--- src/hw/rtl/horizontal_span_fill_top_defines.svh ---
// ----------------------------------------------------------------------------
// Horizontal span fill assertion macros
// Shared assertion wrappers. Each one compiles away when SYNTHESIS is set.
// ----------------------------------------------------------------------------
`ifndef HORIZONTAL_SPAN_FILL_TOP_DEFINES_SVH
`define HORIZONTAL_SPAN_FILL_TOP_DEFINES_SVH

`ifndef SYNTHESIS
`define HSF_ASSERT_IMPLY(lbl, ante, cons) \
    lbl: assert property (@(posedge clk) disable iff (!rst_n) (ante) |-> (cons)) \
        else $error("horizontal_span_fill assertion failed");
`define HSF_ASSERT_NEXT(lbl, ante, cons) \
    lbl: assert property (@(posedge clk) disable iff (!rst_n) (ante) |=> (cons)) \
        else $error("horizontal_span_fill assertion failed");
`else
`define HSF_ASSERT_IMPLY(lbl, ante, cons)
`define HSF_ASSERT_NEXT(lbl, ante, cons)
`endif

`endif

--- src/hw/rtl/hsf_pkg.sv ---
// ----------------------------------------------------------------------------
// Horizontal span fill package
// Sizes, codes, item types and the controller/datapath interface structs.
// ----------------------------------------------------------------------------
package hsf_pkg;

    localparam int STORE_BYTES     = 4096;
    localparam int ADDR_W          = $clog2(STORE_BYTES);
    localparam int X_W             = 12;
    localparam int ROW_BYTES_W     = 10;
    localparam int BASE_W          = X_W + ROW_BYTES_W;
    localparam int PADDR_W         = 3;
    localparam int PDATA_W         = 32;
    localparam int REG_IDX_W       = PADDR_W - 2;

    localparam logic [ROW_BYTES_W-1:0] ROW_BYTES_RESET = ROW_BYTES_W'(40);
    localparam logic [REG_IDX_W-1:0]   REG_ROW_BYTES   = REG_IDX_W'(0);

    localparam logic [1:0] MODE_DRAW  = 2'd0;
    localparam logic [1:0] MODE_READ  = 2'd1;
    localparam logic [1:0] MODE_WRITE = 2'd2;

    localparam logic [2:0] ST_OK          = 3'd0;
    localparam logic [2:0] ST_START_RANGE = 3'd1;
    localparam logic [2:0] ST_END_RANGE   = 3'd2;
    localparam logic [2:0] ST_START_AFTER = 3'd3;
    localparam logic [2:0] ST_ROW_RANGE   = 3'd4;
    localparam logic [2:0] ST_ADDR_RANGE  = 3'd5;

    typedef struct packed {
        logic [1:0]     mode;
        logic [X_W-1:0] x_start;
        logic [X_W-1:0] x_end;
        logic [X_W-1:0] row;
        logic [X_W-1:0] address;
        logic [7:0]     write_data;
    } hsf_in_t;

    typedef struct packed {
        logic [2:0] status;
        logic [7:0] read_data;
    } hsf_out_t;

    typedef struct packed {
        logic clear_write;
        logic load;
        logic mul;
        logic check;
        logic span_read;
        logic span_write;
        logic byte_read;
        logic byte_write;
        logic result;
    } hsf_cmd_t;

    typedef struct packed {
        logic clear_last;
        logic check_ok;
        logic mode_draw;
        logic mode_read;
        logic mode_write;
        logic span_last;
        logic out_full;
    } hsf_stat_t;

endpackage

--- src/hw/rtl/hsf_controller.sv ---
// ----------------------------------------------------------------------------
// Horizontal span fill controller
// Sequences the clearing pass, item checks, span read-modify-write and result.
// ----------------------------------------------------------------------------
`include "horizontal_span_fill_top_defines.svh"

module hsf_controller
    import hsf_pkg::*;
(
    input  logic      clk,
    input  logic      rst_n,
    input  logic      in_valid,
    output logic      in_stall,
    input  hsf_stat_t stat,
    output hsf_cmd_t  cmd
);

    typedef enum logic [2:0] {
        S_CLEAR,
        S_IDLE,
        S_MUL,
        S_CHECK,
        S_SPAN_RD,
        S_SPAN_WR,
        S_BYTE_RD,
        S_DONE
    } state_t;

    state_t state_reg;
    state_t state_next;

    always_comb
    begin
        state_next = state_reg;
        cmd        = '0;
        unique case (state_reg)
            S_CLEAR:
            begin
                cmd.clear_write = 1'b1;
                if (stat.clear_last)
                    state_next = S_IDLE;
            end
            S_IDLE:
            begin
                if (in_valid)
                begin
                    cmd.load   = 1'b1;
                    state_next = S_MUL;
                end
            end
            S_MUL:
            begin
                cmd.mul    = 1'b1;
                state_next = S_CHECK;
            end
            S_CHECK:
            begin
                cmd.check = 1'b1;
                priority if (stat.check_ok && stat.mode_draw)
                    state_next = S_SPAN_RD;
                else if (stat.check_ok && stat.mode_read)
                    state_next = S_BYTE_RD;
                else if (stat.check_ok && stat.mode_write)
                begin
                    cmd.byte_write = 1'b1;
                    state_next     = S_DONE;
                end
                else
                    state_next = S_DONE;
            end
            S_SPAN_RD:
            begin
                cmd.span_read = 1'b1;
                state_next    = S_SPAN_WR;
            end
            S_SPAN_WR:
            begin
                cmd.span_write = 1'b1;
                state_next     = stat.span_last ? S_DONE : S_SPAN_RD;
            end
            S_BYTE_RD:
            begin
                cmd.byte_read = 1'b1;
                state_next    = S_DONE;
            end
            S_DONE:
            begin
                if (!stat.out_full)
                begin
                    cmd.result = 1'b1;
                    state_next = S_IDLE;
                end
            end
            default:
            begin
                state_next = S_IDLE;
            end
        endcase
    end

    always_ff @(posedge clk or negedge rst_n)
    begin
        if (!rst_n)
            state_reg <= S_CLEAR;
        else
            state_reg <= state_next;
    end

    assign in_stall = state_reg != S_IDLE;

    `HSF_ASSERT_NEXT(a_accept_to_mul, state_reg == S_IDLE && in_valid, state_reg == S_MUL)
    `HSF_ASSERT_IMPLY(a_one_mem_write, cmd.span_write, !cmd.byte_write && !cmd.clear_write)
    `HSF_ASSERT_NEXT(a_done_holds, state_reg == S_DONE && stat.out_full, state_reg == S_DONE)

endmodule

--- config.mk ---
export PLATFORM = sky130hd
export DESIGN_NAME = hsf_controller
export DESIGN_NICKNAME = d
export VERILOG_FILES = /design/src/hw/rtl/hsf_pkg.sv /design/src/hw/rtl/hsf_controller.sv
export VERILOG_INCLUDE_DIRS = /design/src /design/src/hw/rtl
export SDC_FILE = /design/constraint.sdc
export NUM_CORES = 1
export LEC_CHECK = 0
export BUFFER_PORTS_ARGS = -buffer_cell sky130_fd_sc_hd__buf_4
export CELL_PAD_IN_SITES_DETAIL_PLACEMENT = 0
export CELL_PAD_IN_SITES_GLOBAL_PLACEMENT = 1
export CORE_AREA = 2 2 39 41
export CTS_CLUSTER_DIAMETER = 40
export DETAILED_ROUTE_END_ITERATION = 10
export DIE_AREA = 0 0 41 43
export PLACE_DENSITY_LB_ADDON = 0.08
export SLEW_MARGIN = 20
export SYNTH_ARGS = -nofsm -noshare
export SYNTH_HDL_FRONTEND = slang
export SYNTH_SLANG_ARGS = --single-unit
--- constraint.sdc ---
create_clock -name clk -period 1.7 [get_ports clk]
set_input_delay 0.34 -clock clk [delete_from_list [all_inputs] [get_ports clk]]
set_output_delay 0.34 -clock clk [all_outputs]
set_load 0.01 [all_outputs]
==> metrics.txt <==
total number of vias 311; FF+latch count, synth 3; max reg flops 3; Worst path top cell family by delay flip-flops; Routed Wire Length about 760 µm; placed cells 66; global-route wire length before repair 1.19 mm; Async S/R FF share, synth between 90% and 100%; CORE AREA 1380 µm²; CP arrival 1.24 ns; CP Buf/Inv Count 1; Worst R2R Start state_reg[2]; Antenna Cells 0; Least-Margin Pin Slew 0.219 ns; number of top-level pins 20; Port Buffers 19; count leader, synth nor2_1; RSZ-0062 raised after global routing no; post-route cell area 443 µm²; H-tree depth 1; crit start category register; synth warn 0; Netlist cell types 20; CP max FO 9; Synth Cell Area 256 µm²; Clock Tree Root clkbuf_4; CP max stage delay 0.45 ns; post-synth top area cell dfrtp_1; setup TNS 0 ns; height of the die between 40 and 50 µm; CTS buffer count 3; post-route ant nets 0; CTS Buffer Depth 2; Initial Util a little under a fifth; Post-synth top flop dfrtp_1; Avg Synthesized Cell Area 7.77 µm²; utilization after layout 32.0%; Post-synth EDFFs 0; status finished clean; GRT Overall Usage 9.55%; Tmin final ~1.6 ns; CTS sink cnt 3; area share of the largest cell type after synthesis 29.3%; pin count of the biggest net entering global routing 11; Worst Skew 0.00253 ns; crit path kind reg2out; Slowest-stage cell, CP dfrtp_2; worst path cell trace nor2b_1 -> and3_2 -> buf_4; drt wl/cell between 10 and 15 µm; Final Slew Violations 0; die width a little over 40 µm; full die area around 1800 µm²; Final Hold Viols 0; CP required 1.36 ns; Clock Latency Late Sink roughly 0.23 ns; layout cells sized above 1 52.7%; max-cap viol count 0; reg2reg path depth 3; Placer Congestion 0.652; worst relative slew slack ~85%; # fillers roughly 160; nets 66; f_max 635 MHz; Via density 4.38; Area growth syn-to-layout 72.7%; post-DP HPWL 590 µm; synthesized instance count 33; vias in the first global route about 290; register area 78.8 µm²; largest cells by area after synthesis dfrtp_1 (29%), nor2_1 (8.8%), nand2_1 (5.9%); Detailed Route Iter0 Violations 1; highest ir drop seen on vdd 0.415 mV; Final period util a little over 90%; clock slew at reported path FFs 0.04 ns; Lkg Pwr 0.211 nW; reg2reg end state_reg[0]; post-route insts no fill between 70 and 80; initial antenna violation count 0; Cell Rows 14; Worst setup EP type output port; Syn Nets 43; gr ovfl total 0; 1st-pass router iterations 4; placed cell area 403 µm²; Power Dens Cells 1540 nW/µm²; Worst Hold Class in2async; DR DRC count 0; CTS tree built; sequential share of the synthesized area just under 30%; commonest cells in the synthesized netlist nor2_1 (6), nand2_1 (4), dfrtp_1 (3); R2R Setup Slk 0.42 ns; Finish-stage setup viols 0; multi-input logic area about 160 µm²
-- area by class of cell --
cell class | count | area share (%)
inverters | 1 | 1.98
repair buffers | 20 | 34.5
multi-input cells | 27 | 35.3
flip-flops and latches | 3 | 17.8
well taps | 16 | 4.52
clock buffers | 4 | 5.93
-- cells by family (layout without fill, tap and decap cells) --
kind of cell / after synthesis / after routing / share of synthesized area [%]
flip-flops: 3 / 3 / 29.3
AND/OR/NAND/NOR: 19 / 19 / 37.1
multiplexers: 1 / 1 / 4.39
buffers and inverters: 3 / 25 / 9.75
AO/OA/AOI/OAI: 7 / 7 / 19.5
-- per-stage QoR --
step                      power, mW  hold slack, ns  worst slack, ns
after floorplan               0.419          0.0444            0.352
after global placement        0.553           0.130            0.278
after detailed placement      0.557           0.130            0.278
after CTS                     0.687           0.435           0.0206
after global routing          0.745           0.444           0.0119
final                         0.680           0.434            0.124
-- per-layer routing --
layer  vias up  GRT usage, %  part of all wire (%)
li1        161             -                     -
met1       135          14.5                    48
met4         0          2.00                     0
met2        15          12.8                    43
met5         -             0                     0
met3         0          3.14                   8.6
-- how the worst max path moves through the flow --
| stage | start | to | depth (start not counted) |
|---|---|---|---|
| after floorplan | state_reg[1] | cmd[1] | 4 |
| after global placement | state_reg[1] | cmd[1] | 4 |
| final | state_reg[1] | cmd[7] | 3 |
| after detailed placement | state_reg[1] | cmd[1] | 4 |
| after CTS | state_reg[1] | cmd[1] | 4 |
| after global routing | state_reg[1] | cmd[1] | 4 |
-- power by group --
group / switching [mW] / internal [mW] / leakage (nW)
logic: 0.168 / 0.194 / 0.166
clock network: 0.0357 / 0.0879 / 0.0150
registers: 0.0817 / 0.113 / 0.0303
total: 0.285 / 0.395 / 0.211
-- layout by cell type (no fill, tap or decap), types with 2 or more instances in the layout --
master	count
buf_4	19
clkbuf_4	3
nand2_1	4
dfrtp_2	3
nand2b_1	2
nor3_1	2
nor2_1	6
o21ai_0	2
-- repair_timing --
action                                  4_1_cts  5_1_grt
hold buffers                                  1        0
gates resized for setup                       0        3
endpoints found under the setup margin        0        2
setup buffers                                 0        0
hold endpoints to repair                      3        0
Note: power is estimated with default switching activity, not from simulation.
